File: src/rtl/core/cfsg_pkg.sv
package cfsg_pkg;

    localparam int ITERATIONS = 16;

    localparam int CW = 52;
    localparam int ZW = 34;

    localparam int MUL_A_W   = 64;
    localparam int MUL_B_W   = 36;
    localparam int MUL_P_W   = MUL_A_W + MUL_B_W;
    localparam int MUL_CNT_W = $clog2(MUL_B_W + 1);

    localparam int DIV_N_W   = 68;
    localparam int DIV_D_W   = 32;
    localparam int DIV_Q_W   = 16;
    localparam int DIV_CNT_W = $clog2(DIV_N_W + 1);

    localparam logic [31:0] CORDIC_GAIN_Q32 = 32'd2608131496;
    localparam logic [31:0] TWO_PI_Q29      = 32'd3373259426;
    localparam logic [35:0] TURN_RATE_Q48   = 36'd44798133900;

    localparam logic [1:0] KIND_TICK   = 2'd0;
    localparam logic [1:0] KIND_PEER   = 2'd1;
    localparam logic [1:0] KIND_NOTE   = 2'd2;
    localparam logic [1:0] KIND_UNUSED = 2'd3;

    localparam logic OUT_START = 1'b0;
    localparam logic OUT_TRACK = 1'b1;

    localparam logic [2:0] REG_RADIUS   = 3'd0;
    localparam logic [2:0] REG_ALTITUDE = 3'd1;
    localparam logic [2:0] REG_INIT_SPD = 3'd2;
    localparam logic [2:0] REG_GAIN     = 3'd3;
    localparam logic [2:0] REG_OWN_ID   = 3'd4;

    function automatic logic [31:0] atan_turn(input logic [4:0] k);
        logic [31:0] v;
        unique case (k)
            5'd0:  v = 32'h20000000;
            5'd1:  v = 32'h12E4051E;
            5'd2:  v = 32'h09FB385B;
            5'd3:  v = 32'h051111D4;
            5'd4:  v = 32'h028B0D43;
            5'd5:  v = 32'h0145D7E1;
            5'd6:  v = 32'h00A2F61E;
            5'd7:  v = 32'h00517C55;
            5'd8:  v = 32'h0028BE53;
            5'd9:  v = 32'h00145F2F;
            5'd10: v = 32'h000A2F98;
            5'd11: v = 32'h000517CC;
            5'd12: v = 32'h00028BE6;
            5'd13: v = 32'h000145F3;
            5'd14: v = 32'h0000A2F9;
            5'd15: v = 32'h0000517C;
            5'd16: v = 32'h000028BE;
            5'd17: v = 32'h0000145F;
            5'd18: v = 32'h00000A2F;
            5'd19: v = 32'h00000517;
            5'd20: v = 32'h0000028B;
            5'd21: v = 32'h00000145;
            5'd22: v = 32'h000000A2;
            5'd23: v = 32'h00000051;
            5'd24: v = 32'h00000028;
            5'd25: v = 32'h00000014;
            5'd26: v = 32'h0000000A;
            5'd27: v = 32'h00000005;
            5'd28: v = 32'h00000002;
            5'd29: v = 32'h00000001;
            5'd30: v = 32'h00000000;
            5'd31: v = 32'h00000000;
        endcase
        return v;
    endfunction

endpackage

File: src/rtl/core/cfsg_mul.sv
module cfsg_mul (
    input  logic                              i_clk,
    input  logic                              i_rst_n,
    input  logic                              i_start,
    input  logic [cfsg_pkg::MUL_A_W-1:0]      i_a,
    input  logic [cfsg_pkg::MUL_B_W-1:0]      i_b,
    output logic                              o_done,
    output logic [cfsg_pkg::MUL_P_W-1:0]      o_prod
);

    logic [cfsg_pkg::MUL_A_W-1:0]   r_a;
    logic [cfsg_pkg::MUL_B_W-1:0]   r_b;
    logic [cfsg_pkg::MUL_P_W-1:0]   r_acc;
    logic [cfsg_pkg::MUL_CNT_W-1:0] r_cnt;
    logic                           r_done;
    logic [cfsg_pkg::MUL_P_W-1:0]   addend;

    assign addend = r_b[cfsg_pkg::MUL_B_W-1]
                    ? {{cfsg_pkg::MUL_B_W{1'b0}}, r_a} : '0;

    always_ff @(posedge i_clk) begin
        if (!i_rst_n) begin
            r_cnt  <= '0;
            r_done <= 1'b0;
        end else begin
            r_done <= 1'b0;
            if (i_start) begin
                r_a   <= i_a;
                r_b   <= i_b;
                r_acc <= '0;
                r_cnt <= cfsg_pkg::MUL_CNT_W'(cfsg_pkg::MUL_B_W);
            end else if (r_cnt != '0) begin
                r_acc <= {r_acc[cfsg_pkg::MUL_P_W-2:0], 1'b0} + addend;
                r_b   <= {r_b[cfsg_pkg::MUL_B_W-2:0], 1'b0};
                r_cnt <= r_cnt - 1'b1;
                if (r_cnt == cfsg_pkg::MUL_CNT_W'(1)) begin
                    r_done <= 1'b1;
                end
            end
        end
    end

    assign o_done = r_done;
    assign o_prod = r_acc;

endmodule

File: src/rtl/core/cfsg_div.sv
module cfsg_div (
    input  logic                         i_clk,
    input  logic                         i_rst_n,
    input  logic                         i_start,
    input  logic [cfsg_pkg::DIV_N_W-1:0] i_num,
    input  logic [cfsg_pkg::DIV_D_W-1:0] i_den,
    output logic                         o_done,
    output logic [cfsg_pkg::DIV_Q_W-1:0] o_quo
);

    logic [cfsg_pkg::DIV_N_W-1:0]   r_num;
    logic [cfsg_pkg::DIV_D_W-1:0]   r_den;
    logic [cfsg_pkg::DIV_D_W-1:0]   r_rem;
    logic [cfsg_pkg::DIV_Q_W-1:0]   r_quo;
    logic [cfsg_pkg::DIV_CNT_W-1:0] r_cnt;
    logic                           r_done;
    logic [cfsg_pkg::DIV_D_W:0]     trial;
    logic [cfsg_pkg::DIV_D_W:0]     diff;
    logic                           ge;

    assign trial = {r_rem, r_num[cfsg_pkg::DIV_N_W-1]};
    assign diff  = trial - {1'b0, r_den};
    assign ge    = trial >= {1'b0, r_den};

    always_ff @(posedge i_clk) begin
        if (!i_rst_n) begin
            r_cnt  <= '0;
            r_done <= 1'b0;
        end else begin
            r_done <= 1'b0;
            if (i_start) begin
                r_num <= i_num;
                r_den <= i_den;
                r_rem <= '0;
                r_quo <= '0;
                r_cnt <= cfsg_pkg::DIV_CNT_W'(cfsg_pkg::DIV_N_W);
            end else if (r_cnt != '0) begin
                r_rem <= ge ? diff[cfsg_pkg::DIV_D_W-1:0] : trial[cfsg_pkg::DIV_D_W-1:0];
                r_quo <= {r_quo[cfsg_pkg::DIV_Q_W-2:0], ge};
                r_num <= {r_num[cfsg_pkg::DIV_N_W-2:0], 1'b0};
                r_cnt <= r_cnt - 1'b1;
                if (r_cnt == cfsg_pkg::DIV_CNT_W'(1)) begin
                    r_done <= 1'b1;
                end
            end
        end
    end

    assign o_done = r_done;
    assign o_quo  = r_quo;

endmodule

File: src/rtl/core/cfsg_cordic.sv
module cfsg_cordic (
    input  logic               i_clk,
    input  logic               i_rst_n,
    input  logic               i_start,
    input  logic               i_vector,
    input  logic [15:0]        i_phase,
    input  logic [47:0]        i_xmag,
    input  logic signed [31:0] i_px,
    input  logic signed [31:0] i_py,
    output logic               o_done,
    output logic signed [31:0] o_x,
    output logic signed [31:0] o_y,
    output logic [15:0]        o_theta
);

    localparam logic signed [cfsg_pkg::ZW-1:0] Z_QTR  = cfsg_pkg::ZW'(34'sh0_4000_0000);
    localparam logic signed [cfsg_pkg::ZW-1:0] Z_HALF = cfsg_pkg::ZW'(34'sh0_8000_0000);
    localparam logic [4:0] LAST = 5'(cfsg_pkg::ITERATIONS - 1);

    logic signed [cfsg_pkg::CW-1:0] r_x, r_y;
    logic signed [cfsg_pkg::ZW-1:0] r_z;
    logic [4:0]                     r_i;
    logic                           r_mode, r_busy, r_done, r_origin;

    logic signed [cfsg_pkg::CW-1:0] x0, y0, vx, vy, dx, dy;
    logic signed [cfsg_pkg::ZW-1:0] z0, zp, ang;
    logic signed [cfsg_pkg::CW:0]   xr, yr;
    logic signed [cfsg_pkg::ZW-1:0] zr;
    logic                           s;

    function automatic logic [31:0] sat32(input logic [cfsg_pkg::CW-16:0] v);
        logic [31:0] r;
        if ((&v[cfsg_pkg::CW-16:31]) || !(|v[cfsg_pkg::CW-16:31])) begin
            r = v[31:0];
        end else begin
            r = v[cfsg_pkg::CW-16] ? 32'h8000_0000 : 32'h7FFF_FFFF;
        end
        return r;
    endfunction

    always_comb begin
        vx = {{(cfsg_pkg::CW-48){i_px[31]}}, i_px, 16'h0};
        vy = {{(cfsg_pkg::CW-48){i_py[31]}}, i_py, 16'h0};
        zp = {{(cfsg_pkg::ZW-32){i_phase[15]}}, i_phase, 16'h0};
        x0 = {{(cfsg_pkg::CW-48){1'b0}}, i_xmag};
        y0 = '0;
        z0 = zp;
        if (i_vector) begin
            x0 = vx;
            y0 = vy;
            z0 = '0;
            if (i_px[31]) begin
                z0 = i_py[31] ? -Z_HALF : Z_HALF;
                x0 = -vx;
                y0 = -vy;
            end
        end else if (zp > Z_QTR) begin
            z0 = zp - Z_HALF;
            x0 = -x0;
        end else if (zp < -Z_QTR) begin
            z0 = zp + Z_HALF;
            x0 = -x0;
        end
    end

    assign dx  = r_y >>> r_i;
    assign dy  = r_x >>> r_i;
    assign ang = {{(cfsg_pkg::ZW-32){1'b0}}, cfsg_pkg::atan_turn(r_i)};
    assign s   = r_mode ? !r_y[cfsg_pkg::CW-1] : r_z[cfsg_pkg::ZW-1];

    always_ff @(posedge i_clk) begin
        if (!i_rst_n) begin
            r_busy <= 1'b0;
            r_done <= 1'b0;
        end else begin
            r_done <= 1'b0;
            if (i_start) begin
                r_x      <= x0;
                r_y      <= y0;
                r_z      <= z0;
                r_i      <= '0;
                r_mode   <= i_vector;
                r_origin <= i_vector && (i_px == '0) && (i_py == '0);
                r_busy   <= 1'b1;
            end else if (r_busy) begin
                if (s) begin
                    r_x <= r_x + dx;
                    r_y <= r_y - dy;
                    r_z <= r_z + ang;
                end else begin
                    r_x <= r_x - dx;
                    r_y <= r_y + dy;
                    r_z <= r_z - ang;
                end
                r_i <= r_i + 1'b1;
                if (r_i == LAST) begin
                    r_busy <= 1'b0;
                    r_done <= 1'b1;
                end
            end
        end
    end

    assign xr = {r_x[cfsg_pkg::CW-1], r_x} + (cfsg_pkg::CW+1)'(32768);
    assign yr = {r_y[cfsg_pkg::CW-1], r_y} + (cfsg_pkg::CW+1)'(32768);
    assign zr = r_z + cfsg_pkg::ZW'(32768);

    assign o_done  = r_done;
    assign o_x     = sat32(xr[cfsg_pkg::CW:16]);
    assign o_y     = sat32(yr[cfsg_pkg::CW:16]);
    assign o_theta = r_origin ? 16'h0 : zr[31:16];

endmodule

File: src/rtl/core/circle_formation_setpoint_generator.sv
// Circle-formation setpoint generator. Items are taken one at a time: o_in_stall is high from
// acceptance until the item's work is done, while a finished result may still wait in the
// output register. Ignored items (unused kind, zero total, repeated notification, tick before
// start, NaN peer angle) leave the input unstalled. A peer angle stalls the input for two
// 36-step bit-serial products. A notification stalls it for a 68-step restoring divide, one
// product for the scaled radius and one CORDIC pass. A tick stalls it for a vectoring CORDIC
// pass, two products and a divide for the phase advance (skipped with a zero radius), then
// the radius product and a rotating CORDIC pass. A result that finds the output register
// still held waits in S_EMIT, and the input stays stalled. The serial multiplier, the
// divider and the CORDIC are shared and used one after another.
module circle_formation_setpoint_generator (
    input  logic               i_clk,
    input  logic               i_rst_n,
    input  logic               i_in_valid,
    output logic               o_in_stall,
    input  logic [1:0]         i_kind,
    input  logic [31:0]        i_elapsed_ms,
    input  logic signed [31:0] i_pos_x,
    input  logic signed [31:0] i_pos_y,
    input  logic signed [15:0] i_peer_theta,
    input  logic               i_peer_theta_nan,
    input  logic [7:0]         i_vehicle_index,
    input  logic [7:0]         i_vehicle_total,
    output logic               o_out_valid,
    input  logic               i_out_stall,
    output logic               o_out_kind,
    output logic signed [31:0] o_set_x,
    output logic signed [31:0] o_set_y,
    output logic signed [31:0] o_set_z,
    output logic [15:0]        o_set_yaw,
    output logic signed [15:0] o_measured_theta,
    output logic [7:0]         o_sender_id,
    input  logic               psel,
    input  logic               penable,
    input  logic               pwrite,
    input  logic [4:0]         paddr,
    input  logic [31:0]        pwdata,
    output logic [31:0]        prdata,
    output logic               pready
);

    typedef enum logic [10:0] {
        S_IDLE = 11'b000_0000_0001,
        S_NOTE = 11'b000_0000_0010,
        S_SPD1 = 11'b000_0000_0100,
        S_SPD2 = 11'b000_0000_1000,
        S_ANG  = 11'b000_0001_0000,
        S_ADV1 = 11'b000_0010_0000,
        S_ADV2 = 11'b000_0100_0000,
        S_ADVD = 11'b000_1000_0000,
        S_RAD  = 11'b001_0000_0000,
        S_ROT  = 11'b010_0000_0000,
        S_EMIT = 11'b100_0000_0000
    } t_state;

    t_state r_state, n_state;
    logic   r_launch;

    logic [31:0] r_radius, r_altitude, r_init_speed, r_gain;
    logic [7:0]  r_own_id;
    logic [31:0] r_speed;
    logic [15:0] r_start_phase, r_set_phase;
    logic        r_started;

    logic [31:0] r_elapsed;
    logic [31:0] r_px, r_py;
    logic [7:0]  r_idx, r_total;
    logic [16:0] r_mag;
    logic        r_neg, r_tick;
    logic [15:0] r_meas;

    logic        r_out_valid, r_o_kind;
    logic [31:0] r_o_x, r_o_y, r_o_z;
    logic [15:0] r_o_yaw, r_o_meas;
    logic [7:0]  r_o_id;

    logic        in_acc, cfg_wr, out_free;
    logic [17:0] diff, ndiff;
    logic [16:0] mag;
    logic [31:0] spd_mag;
    logic [27:0] step;
    logic [33:0] spd_sum;
    logic [31:0] spd_sat;
    logic [15:0] adv;

    logic                            mul_start, mul_done;
    logic [cfsg_pkg::MUL_A_W-1:0]    mul_a;
    logic [cfsg_pkg::MUL_B_W-1:0]    mul_b;
    logic [cfsg_pkg::MUL_P_W-1:0]    mul_prod;
    logic                            div_start, div_done;
    logic [cfsg_pkg::DIV_N_W-1:0]    div_num;
    logic [cfsg_pkg::DIV_D_W-1:0]    div_den;
    logic [cfsg_pkg::DIV_Q_W-1:0]    div_quo;
    logic                            cor_start, cor_done;
    logic signed [31:0]              cor_x, cor_y;
    logic [15:0]                     cor_theta;

    assign in_acc   = i_in_valid && (r_state == S_IDLE);
    assign cfg_wr   = psel && penable && pwrite;
    assign out_free = !r_out_valid || !i_out_stall;

    assign diff    = {2'b00, r_set_phase} - {{2{i_peer_theta[15]}}, i_peer_theta};
    assign ndiff   = -diff;
    assign mag     = diff[17] ? ndiff[16:0] : diff[16:0];
    assign spd_mag = r_speed[31] ? -r_speed : r_speed;
    assign step    = mul_prod[80:53];
    assign spd_sum = r_neg ? ({{2{r_speed[31]}}, r_speed} - {6'b0, step})
                           : ({{2{r_speed[31]}}, r_speed} + {6'b0, step});
    assign spd_sat = ((spd_sum[33:31] == 3'b000) || (spd_sum[33:31] == 3'b111))
                     ? spd_sum[31:0]
                     : (spd_sum[33] ? 32'h8000_0000 : 32'h7FFF_FFFF);
    assign adv     = r_speed[31] ? -div_quo : div_quo;

    always_comb begin
        n_state = r_state;
        unique case (r_state)
            S_IDLE: begin
                if (in_acc) begin
                    unique case (i_kind)
                        cfsg_pkg::KIND_NOTE:
                            if (i_vehicle_total != 8'd0 && !r_started) n_state = S_NOTE;
                        cfsg_pkg::KIND_PEER: if (!i_peer_theta_nan) n_state = S_SPD1;
                        cfsg_pkg::KIND_TICK: if (r_started) n_state = S_ANG;
                        default:   n_state = S_IDLE;
                    endcase
                end
            end
            S_NOTE: if (div_done) n_state = S_RAD;
            S_SPD1: if (mul_done) n_state = S_SPD2;
            S_SPD2: if (mul_done) n_state = S_IDLE;
            S_ANG:  if (cor_done) n_state = (r_radius == 32'd0) ? S_RAD : S_ADV1;
            S_ADV1: if (mul_done) n_state = S_ADV2;
            S_ADV2: if (mul_done) n_state = S_ADVD;
            S_ADVD: if (div_done) n_state = S_RAD;
            S_RAD:  if (mul_done) n_state = S_ROT;
            S_ROT:  if (cor_done) n_state = S_EMIT;
            S_EMIT: if (out_free) n_state = S_IDLE;
            default: n_state = S_IDLE;
        endcase
    end

    assign mul_start = r_launch && (r_state == S_SPD1 || r_state == S_SPD2 ||
                       r_state == S_ADV1 || r_state == S_ADV2 || r_state == S_RAD);
    assign div_start = r_launch && (r_state == S_NOTE || r_state == S_ADVD);
    assign cor_start = r_launch && (r_state == S_ANG || r_state == S_ROT);

    always_comb begin
        unique case (r_state)
            S_SPD1: begin
                mul_a = {32'b0, r_gain};
                mul_b = {19'b0, r_mag};
            end
            S_SPD2: begin
                mul_a = {15'b0, mul_prod[48:0]};
                mul_b = {4'b0, cfsg_pkg::TWO_PI_Q29};
            end
            S_ADV1: begin
                mul_a = {32'b0, r_elapsed};
                mul_b = {4'b0, spd_mag};
            end
            S_ADV2: begin
                mul_a = mul_prod[63:0];
                mul_b = cfsg_pkg::TURN_RATE_Q48;
            end
            default: begin
                mul_a = {32'b0, r_radius};
                mul_b = {4'b0, cfsg_pkg::CORDIC_GAIN_Q32};
            end
        endcase
    end

    assign div_num = (r_state == S_NOTE) ? {44'b0, r_idx, 16'h0} : mul_prod[99:32];
    assign div_den = (r_state == S_NOTE) ? {24'b0, r_total} : r_radius;

    cfsg_mul u_mul (
        .i_clk   (i_clk),
        .i_rst_n (i_rst_n),
        .i_start (mul_start),
        .i_a     (mul_a),
        .i_b     (mul_b),
        .o_done  (mul_done),
        .o_prod  (mul_prod)
    );

    cfsg_div u_div (
        .i_clk   (i_clk),
        .i_rst_n (i_rst_n),
        .i_start (div_start),
        .i_num   (div_num),
        .i_den   (div_den),
        .o_done  (div_done),
        .o_quo   (div_quo)
    );

    cfsg_cordic u_cordic (
        .i_clk    (i_clk),
        .i_rst_n  (i_rst_n),
        .i_start  (cor_start),
        .i_vector (r_state == S_ANG),
        .i_phase  (r_set_phase),
        .i_xmag   (mul_prod[63:16]),
        .i_px     (r_px),
        .i_py     (r_py),
        .o_done   (cor_done),
        .o_x      (cor_x),
        .o_y      (cor_y),
        .o_theta  (cor_theta)
    );

    always_ff @(posedge i_clk) begin
        if (!i_rst_n) begin
            r_state       <= S_IDLE;
            r_launch      <= 1'b0;
            r_radius      <= 32'd65536;
            r_altitude    <= 32'd65536;
            r_init_speed  <= 32'd0;
            r_gain        <= 32'd16777;
            r_own_id      <= 8'd0;
            r_speed       <= 32'd0;
            r_start_phase <= 16'd0;
            r_set_phase   <= 16'd0;
            r_started     <= 1'b0;
            r_out_valid   <= 1'b0;
        end else begin
            r_state  <= n_state;
            r_launch <= (n_state != r_state);

            if (in_acc) begin
                r_elapsed <= i_elapsed_ms;
                r_px      <= i_pos_x;
                r_py      <= i_pos_y;
                r_idx     <= i_vehicle_index;
                r_total   <= i_vehicle_total;
                r_mag     <= mag;
                r_neg     <= diff[17];
                r_tick    <= (i_kind == cfsg_pkg::KIND_TICK);
            end

            if (r_state == S_NOTE && div_done) begin
                r_start_phase <= div_quo;
                r_set_phase   <= div_quo;
                r_started     <= 1'b1;
            end
            if (r_state == S_SPD2 && mul_done) begin
                r_speed <= spd_sat;
            end
            if (r_state == S_ANG && cor_done) begin
                r_meas <= cor_theta;
                if (r_radius == 32'd0) begin
                    r_set_phase <= r_start_phase;
                end
            end
            if (r_state == S_ADVD && div_done) begin
                r_set_phase <= r_start_phase + adv;
            end

            if (r_state == S_EMIT && out_free) begin
                r_out_valid <= 1'b1;
                r_o_kind    <= r_tick ? cfsg_pkg::OUT_TRACK : cfsg_pkg::OUT_START;
                r_o_x       <= cor_x;
                r_o_y       <= cor_y;
                r_o_z       <= r_altitude;
                r_o_yaw     <= r_set_phase;
                r_o_meas    <= r_tick ? r_meas : 16'h0;
                r_o_id      <= r_tick ? r_own_id : 8'h0;
            end else if (!i_out_stall) begin
                r_out_valid <= 1'b0;
            end

            if (cfg_wr) begin
                unique case (paddr[4:2])
                    cfsg_pkg::REG_RADIUS:   r_radius   <= pwdata;
                    cfsg_pkg::REG_ALTITUDE: r_altitude <= pwdata;
                    cfsg_pkg::REG_INIT_SPD: begin
                        r_init_speed <= pwdata;
                        r_speed      <= pwdata;
                    end
                    cfsg_pkg::REG_GAIN:     r_gain     <= pwdata;
                    cfsg_pkg::REG_OWN_ID:   r_own_id   <= pwdata[7:0];
                    default:                r_own_id   <= r_own_id;
                endcase
            end
        end
    end

    always_comb begin
        unique case (paddr[4:2])
            cfsg_pkg::REG_RADIUS:   prdata = r_radius;
            cfsg_pkg::REG_ALTITUDE: prdata = r_altitude;
            cfsg_pkg::REG_INIT_SPD: prdata = r_init_speed;
            cfsg_pkg::REG_GAIN:     prdata = r_gain;
            cfsg_pkg::REG_OWN_ID:   prdata = {24'h0, r_own_id};
            default:                prdata = 32'h0;
        endcase
    end

    assign pready           = 1'b1;
    assign o_in_stall       = (r_state != S_IDLE);
    assign o_out_valid      = r_out_valid;
    assign o_out_kind       = r_o_kind;
    assign o_set_x          = r_o_x;
    assign o_set_y          = r_o_y;
    assign o_set_z          = r_o_z;
    assign o_set_yaw        = r_o_yaw;
    assign o_measured_theta = r_o_meas;
    assign o_sender_id      = r_o_id;

    a_started_sticky: assert property (@(posedge i_clk) disable iff (!i_rst_n)
        r_started |=> r_started)
        else $error("started flag dropped");

    a_one_unit: assert property (@(posedge i_clk) disable iff (!i_rst_n)
        $onehot0({mul_start, div_start, cor_start}))
        else $error("two arithmetic units launched together");

    a_mul_done_state: assert property (@(posedge i_clk) disable iff (!i_rst_n)
        mul_done |-> (r_state == S_SPD1 || r_state == S_SPD2 || r_state == S_ADV1 ||
                      r_state == S_ADV2 || r_state == S_RAD))
        else $error("product finished outside a multiply step");

    a_out_after_start: assert property (@(posedge i_clk) disable iff (!i_rst_n)
        $rose(r_out_valid) |-> r_started)
        else $error("result before notification");

endmodule

File: config.mk
export PLATFORM = sky130hd
export DESIGN_NAME = circle_formation_setpoint_generator
export DESIGN_NICKNAME = d
export VERILOG_FILES = /design/src/rtl/core/cfsg_pkg.sv /design/src/rtl/core/cfsg_mul.sv /design/src/rtl/core/cfsg_div.sv /design/src/rtl/core/cfsg_cordic.sv /design/src/rtl/core/circle_formation_setpoint_generator.sv
export SDC_FILE = /design/constraint.sdc
export NUM_CORES = 2
export LEC_CHECK = 0
export BUFFER_PORTS_ARGS = -buffer_cell sky130_fd_sc_hd__buf_4
export CORE_UTILIZATION = 30
export CTS_BUF_LIST = sky130_fd_sc_hd__clkbuf_4
export CTS_CLUSTER_SIZE = 10
export DETAILED_ROUTE_END_ITERATION = 6
export PLACE_DENSITY = 0.44
export SYNTH_ARGS = -nofsm -noshare
export SYNTH_HDL_FRONTEND = slang
export SYNTH_SLANG_ARGS = --single-unit
File: constraint.sdc
create_clock -name i_clk -period 8.2 [get_ports i_clk]
set_input_delay 1.23 -clock i_clk [delete_from_list [all_inputs] [get_ports i_clk]]
set_output_delay 1.23 -clock i_clk [all_outputs]
set_load 0.01 [all_outputs]
# ---- After elaboration in Yosys (flattened, before gate mapping)
# Memories as Yosys holds them, arrays and structs flattened. A register that Yosys moved wholly into a read port is not among the register bits.
# Cells that the tools add are included.
dict set report totals {
  latch_bits 0
  mem_bits_rw 0
  mem_count 1
  ff_bits 1008
  rom_bits 960
  out_inout_bits 172
}
dict set report classes {
  n_addsub 26
  div_mod_pow 0
  n_reduce_logical 66
  order_cmp 3
  n_mul 0
  muxes 84
  n_eq_ne 24
  shift 2
  n_bitwise 4
}
# memory words word_bits read_ports rd_clocked_by_memory_dff wr line
set mem_list {}
lappend mem_list {{(name not given)} 32 30 1 1 0 cfsg_pkg.sv:38} ;# unique case (k)
# cell n
set op_table {}
lappend op_table {{$mux W52} 12}
lappend op_table {{$mux W32} 12}
lappend op_table {{$mux W34} 9}
lappend op_table {{$pmux W64 S4} 1}
lappend op_table {{$mux W68} 3}
lappend op_table {{$pmux W32 S5} 1}
lappend op_table {{$neg A48 Y52} 3}
lappend op_table {{$pmux W36 S4} 1}
lappend op_table {{$mux W11} 13}
lappend op_table {{$pmux W11 S10} 1}
lappend op_table {{$add A52 B17 Y53 const B} 2}
lappend op_table {{$add A52 B52 Y52} 2}
lappend op_table {{$sshr A52 B5 Y52} 2}
lappend op_table {{$sub A52 B52 Y52} 2}
lappend op_table {{$add A100 B100 Y100} 1}
lappend op_table {{$mux W100} 1}
lappend op_table {{$logic_not A32 Y1} 3}
lappend op_table {{$mux W16} 6}
lappend op_table {{$mux W36} 2}
lappend op_table {{$mux W64} 1}
lappend op_table {{$add A32 B33 Y34 const B} 1}
lappend op_table {{$add A34 B33 Y34} 1}
lappend op_table {{$sub A32 B33 Y34 const B} 1}
lappend op_table {{$sub A34 B33 Y34} 1}
lappend op_table {{60 further kinds} 127}

# ---- Longest topological paths before layout
dict set report logic_depth {
  ltp_word 8
  depth_mapped 32
}

# ---- Hierarchy
# Synthesis repeated with hierarchy kept, for this count alone.
dict set report unflattened {
  cells_unflattened 8212
  area_unflattened_um2 76548.4
}
# mod instances area_per_inst_um2 cells_each seq_area_each_um2
set by_module_without_submodules {}
lappend by_module_without_submodules {cfsg_cordic 1 29858.6 3691 4994.8}
lappend by_module_without_submodules {circle_formation_setpoint_generator 1 25580.8 2617 12812.3}
lappend by_module_without_submodules {cfsg_mul 1 12707.2 1210 6145.9}
lappend by_module_without_submodules {cfsg_div 1 8401.8 694 4604.4}

# ---- Worst setup path before layout
# OpenSTA, ideal clock, no wires.
dict set report synth_timing {
  path_kind {flip-flop to flip-flop}
  start {register u_cordic.r_i[1]}
  end {register u_cordic.r_y[51] (netlist bit), data pin}
  slack_ps 844
  required_ps 7937
  path_stages_with_launch 32
  setup_time_ps 263
  n_path_buf 7
  t_arrival_ps 7093
  cell_sequence {edfxtp_1 > buf_4 > buf_2 > buf_2 > buf_2 > buf_2 > buf_1 > clkbuf_1 > mux4_2 > mux2_2 > mux2i_1 > nor2_1 > nor2_1 > ha_1 > inv_1 > nor3_1 > nand2_1 > or2_2 > o21ai_0 > xnor2_1 > ha_1 > a211o_1 > a31oi_1 > a32oi_1 > o311ai_0 > a21oi_1 > o31ai_1 > a21oi_1 > a221oi_1 > mux2_2 > nand3_1 > nand3_1}
}
dict set report synth_between {
  elab_chain_len 5
  word_cells_on_any_way 6
}
# element line
set synth_rtl {}
lappend synth_rtl {{start: declaration} cfsg_cordic.sv:22} ;# logic [4:0] r_i;
lappend synth_rtl {{start signal: assignment} cfsg_cordic.sv:95} ;# r_i <= r_i + 1'b1;
lappend synth_rtl {{$sshr A52 B5 Y52 (*)} cfsg_cordic.sv:67} ;# assign dy = r_x >>> r_i;
lappend synth_rtl {{$add A52 B52 Y52 or $sub A52 B52 Y52 (tied branches)} {cfsg_cordic.sv:92, cfsg_cordic.sv:88}}
lappend synth_rtl {{$mux W52 (*)} cfsg_cordic.sv:86} ;# if (s) begin
lappend synth_rtl {{$mux W52 (*)} cfsg_cordic.sv:85} ;# end else if (r_busy) begin
lappend synth_rtl {{$mux W52 (*)} cfsg_cordic.sv:77} ;# if (i_start) begin
lappend synth_rtl {{end signal: assignment} cfsg_cordic.sv:79} ;# r_y <= y0;
lappend synth_rtl {{end signal: assignment} cfsg_cordic.sv:88} ;# r_y <= r_y - dy;
lappend synth_rtl {{end signal: assignment} cfsg_cordic.sv:92} ;# r_y <= r_y + dy;
lappend synth_rtl {{end: declaration} cfsg_cordic.sv:20} ;# logic signed [cfsg_pkg::CW-1:0] r_x, r_y;
# Every way passes the cells marked *; elsewhere a longest branch is shown, timed or not. The select of a mux whose other input is x is not followed.
# A chain may end at the register's enable or synchronous reset.

# ---- Worst setup path in the final report
dict set report layout_timing {
  start {register u_cordic.r_i[0]}
  end {register u_cordic.r_y[51] (netlist bit), data pin}
}
# The elaborated chain is that of the path after synthesis.

==> parameters.txt <==
Parameter                              Value

Outcome
  Run status    finished with violations
  Violated checks    DRC

STA
  Max transition margin    0.181
  Final critical-path share of the clock period    0.928
  Smallest hold slack    around 170 ps
  Final setup violation count    0
  Time the worst path needs with I/O delays and setup    7610 ps
  Setup Skew    249 ps
  Number of pins with negative max-slew slack in the final report    0
  Total Neg Setup Slack    0 ps
  Tightest Pin Transition    roughly 1200 ps
  RSZ-0062 raised after global routing    false
  Setup ws final    589 ps
  Hold Violations, Final    0
  Highest Clock Rate    0.131 GHz

Power and ir drop
  Areal power density over the cells    203 mW/mm2
  Pwr Total    approximately 17 mW
  Leakage power total    roughly 33 nW
  IR drop worst, VDD    97.8 uV

Synth
  Share of the synthesized area in compound gates (AO/OA/AOI/OAI)    0.186
  Synth Flop Type    sky130_fd_sc_hd__edfxtp_1
  Synth Cell Area    0.0728 mm2
  Fraction of synthesized area in multiplexers    0.0632
  Number of distinct standard cells referenced by the synthesized netlist    103
  Async set-or-reset flop fraction in the synthesized netlist    0
  Proportion of synthesized chip area in sequential cells    0.392
  Syn_area_per_cell    9.20 um2
  Adder and majority gate portion of the synthesized area    0.0580
  Number of warnings issued by yosys    0
  Fraction of the mapped netlist area in simple logic gates    0.184
  Xor and xnor fraction of the mapped netlist area    0.0796
  EDFF count, synth    777
  Synthesized instance count    7910
  Dominant combinational cell family by area after synthesis    compound AO/OA/AOI/OAI gates
  Syn nets    8417
  Flops & latches, synth    1038

Die
  DIE AREA    0.245 mm2
  Die Width    495 um
  Number of top-level pins    347
  Effective utilization at floorplan    0.302
  Area of the core    0.241 mm2
  Std-Cell Rows    180
  Y dimension of the die    495 um

GRT
  Grt ovf    0
  Number of antenna violations at the first check in global routing    13
  Pin count of the biggest net entering global routing    89
  Vias in the first global route    roughly 62000
  Global-route wire length before repair    around 420000 um
  Global-route usage over all layers    0.228

Placement
  Placer Congestion    0.931
  IO buf count    343
  Half-perimeter wire length of the detailed placement result    214000 um
  Worst slack after detailed placement    454 ps
  Instance count after placement with tap cells included    11200

Worst setup path
  Start-to-end type of the worst setup path    reg -> reg
  Data arrival time of the critical path    between 8000 and 9000 ps
  Worst setup SP type    flip-flop
  Kind of capture point of the worst setup path    flip-flop
  Largest fanout on the critical path    35
  CP Data Required Time    about 9400 ps

Detailed routing
  Remaining antenna violation count    0
  Routed wire length per instance    around 24 um
  First-pass iteration count of the detailed router    7
  Number of DRC violations after detailed routing    6
  Post-Route WL    about 290000 um
  Mean number of vias per cell    between 5 and 6
  Overall via count from detail_route    64400
  Starting DRC count in detailed routing    between 5000 and 6000

Clock tree
  Clk sinks    1038
  Number of setup buffers added after CTS    0
  Clock slew seen by the registers of the worst setup and hold paths    80 ps
  Number of H-tree levels    5
  TritonCTS clock tree    done
  Buffer cell driving the clock tree root    sky130_fd_sc_hd__clkbuf_4
  Buffer depth of the longest clock path    4
  Later-pin clock latency in the skew report    1450 ps
  TritonCTS buffer count    about 330

Layout
  Net count of the finished layout    8946
  Finished Layout Cells    approximately 12000
  Share of cells above drive strength 1    0.155
  Area delta synth->final    16.2%

Hold path
  Min-delay worst type    in -> reg

Run
  Max Cap Violations    0
==> through the flow <==
step                utilization  area (um2)
finish                    0.351       84600
detailed placement        0.330       79300
global placement          0.330       79300
CTS                       0.351       84600
floorplan                     -       72800
global route              0.351       84600
==> flip-flops by register name (all words and copies together), names as in the netlist, 34 cells and up <==
register	cells
u_mul.o_prod	100
u_div.r_num	68
u_mul.r_a	64
u_cordic.r_x	52
u_cordic.r_y	52
u_mul.r_b	36
u_cordic.r_z	34
==> critical path, cell delays in order (launching register included) <==
cell and delay [ps]:
sky130_fd_sc_hd__edfxtp_1 400, sky130_fd_sc_hd__buf_12 250, sky130_fd_sc_hd__buf_12 280, sky130_fd_sc_hd__mux4_2 660
sky130_fd_sc_hd__mux4_2 560, sky130_fd_sc_hd__a211o_1 380, sky130_fd_sc_hd__nor3_1 270, sky130_fd_sc_hd__nand2_1 140
sky130_fd_sc_hd__a31oi_1 420, sky130_fd_sc_hd__nand2_1 140, sky130_fd_sc_hd__or2_2 320, sky130_fd_sc_hd__o21ai_0 210
sky130_fd_sc_hd__xor2_1 300, sky130_fd_sc_hd__ha_1 350, sky130_fd_sc_hd__nand3_1 130, sky130_fd_sc_hd__nor4_2 80
sky130_fd_sc_hd__a21boi_0 140, sky130_fd_sc_hd__a41o_1 320, sky130_fd_sc_hd__o311ai_0 350, sky130_fd_sc_hd__buf_4 190
sky130_fd_sc_hd__a21oi_1 70, sky130_fd_sc_hd__o31ai_1 330, sky130_fd_sc_hd__a21oi_1 170, sky130_fd_sc_hd__a221oi_1 270
sky130_fd_sc_hd__buf_4 200, sky130_fd_sc_hd__mux2_2 340, sky130_fd_sc_hd__nand3_1 80, sky130_fd_sc_hd__nand3_1 70
==> synth_stat cells, types with 34 or more instances <==
cell type	count	share of area
sky130_fd_sc_hd__nand2_1	1108	0.057
sky130_fd_sc_hd__edfxtp_1	777	0.32
sky130_fd_sc_hd__a21oi_1	529	0.036
sky130_fd_sc_hd__nor2_1	519	0.027
sky130_fd_sc_hd__o21ai_0	396	0.027
sky130_fd_sc_hd__clkbuf_1	371	0.019
sky130_fd_sc_hd__xnor2_1	367	0.044
sky130_fd_sc_hd__ha_1	324	0.056
sky130_fd_sc_hd__xor2_1	294	0.035
sky130_fd_sc_hd__dfxtp_1	261	0.072
sky130_fd_sc_hd__nand3_1	256	0.018
sky130_fd_sc_hd__inv_1	214	0.011
sky130_fd_sc_hd__and2_1	210	0.018
sky130_fd_sc_hd__a21boi_0	172	0.018
sky130_fd_sc_hd__a21o_1	165	0.017
sky130_fd_sc_hd__nor3_1	132	0.0091
sky130_fd_sc_hd__mux4_2	123	0.038
sky130_fd_sc_hd__mux2i_1	111	0.015
sky130_fd_sc_hd__o31ai_1	99	0.010
sky130_fd_sc_hd__and3_1	91	0.0078
sky130_fd_sc_hd__nor2b_1	86	0.0074
sky130_fd_sc_hd__o22ai_1	84	0.0072
sky130_fd_sc_hd__o211ai_1	81	0.0084
sky130_fd_sc_hd__nand2b_1	80	0.0069
sky130_fd_sc_hd__nand4_1	75	0.0064
sky130_fd_sc_hd__a22oi_1	72	0.0074
sky130_fd_sc_hd__a31oi_1	67	0.0058
sky130_fd_sc_hd__o21bai_1	65	0.0067
sky130_fd_sc_hd__or3_1	57	0.0049
sky130_fd_sc_hd__nor4_1	52	0.0045
sky130_fd_sc_hd__o21a_1	50	0.0052
sky130_fd_sc_hd__buf_1	49	0.0025
sky130_fd_sc_hd__a211oi_1	44	0.0045
sky130_fd_sc_hd__mux2_2	43	0.0067
sky130_fd_sc_hd__a222oi_1	34	0.0047
sky130_fd_sc_hd__or4_1	34	0.0035
==> layout make-up <==
cell class              instances  area (um2)
diodes                          7        17.5
clock buffers                 497        3730
clock inverters                76         360
fillers                     24700      156000
inverters                     218         825
multi-input cells            6187       41700
flip-flops and latches       1038       28600
well taps                    3185        3990
repair buffers                662        5400
==> logic make-up (layout without fill, tap and decap cells) <==
logic type      Yosys count  in the layout
flops                  1038           1038
compound gates         2079           2079
simple gates           2827           2827
other cells               1              8
mux                     286            286
fa+ha+maj               333            333
xor+xnor                661            661
buf+inv                 685           1453
==> metal layers <==
metal	track usage	up-vias	wire, um
met5	0	-	64
met4	0.0927	10	11600
met3	0.0419	464	17700
met2	0.368	2182	132000
met1	0.298	31400	125000
li1	-	30300	-
==> where the power goes <==
group	internal, mW	switching (mW)
combinational	1.81	2.63
sequential	6.61	0.755
clock	2.81	2.52
==> timing repair <==
action	in CTS	in global routing
endpoints found under the hold margin	111	0
gates resized for setup	0	1
setup endpoints to repair	0	1
hold buffers	111	0
==> worst paths after layout <==
kind,from,endpoint,slack [ps],depth (start not counted)
worst max-delay path,u_cordic.r_i[0],u_cordic.r_y[51],590,27
worst min-delay path,pwdata[29],r_altitude[29],170,3
worst max register to register,u_cordic.r_i[0],u_cordic.r_y[51],590,27
worst min register to register,u_div.r_num[43],u_div.r_num[44],430,2
==> cells in the final DEF (no fill, tap or decap), drive strengths merged, types with 43 or more instances in the layout <==
| cell | Yosys | layout |
|---|---|---|
| a211oi | 44 | 44 |
| a21boi | 172 | 172 |
| a21o | 165 | 165 |
| a21oi | 529 | 529 |
| a22oi | 72 | 72 |
| a31oi | 67 | 67 |
| and2 | 213 | 213 |
| and3 | 91 | 91 |
| buf | 93 | 551 |
| clkbuf | 373 | 497 |
| clkinv | 3 | 68 |
| dfxtp | 261 | 261 |
| dlygate4sd3 | 0 | 111 |
| edfxtp | 777 | 777 |
| ha | 324 | 324 |
| inv | 215 | 223 |
| mux2 | 43 | 43 |
| mux2i | 111 | 111 |
| mux4 | 132 | 132 |
| nand2 | 1108 | 1108 |
| nand2b | 80 | 80 |
| nand3 | 256 | 256 |
| nand4 | 75 | 75 |
| nor2 | 519 | 519 |
| nor2b | 86 | 86 |
| nor3 | 132 | 132 |
| nor4 | 52 | 52 |
| o211ai | 81 | 81 |
| o21a | 50 | 50 |
| o21ai | 400 | 400 |
| o21bai | 65 | 65 |
| o22ai | 84 | 84 |
| o31ai | 100 | 100 |
| or3 | 58 | 58 |
| xnor2 | 367 | 367 |
| xor2 | 294 | 294 |
Power figures use the tool's default switching activity.
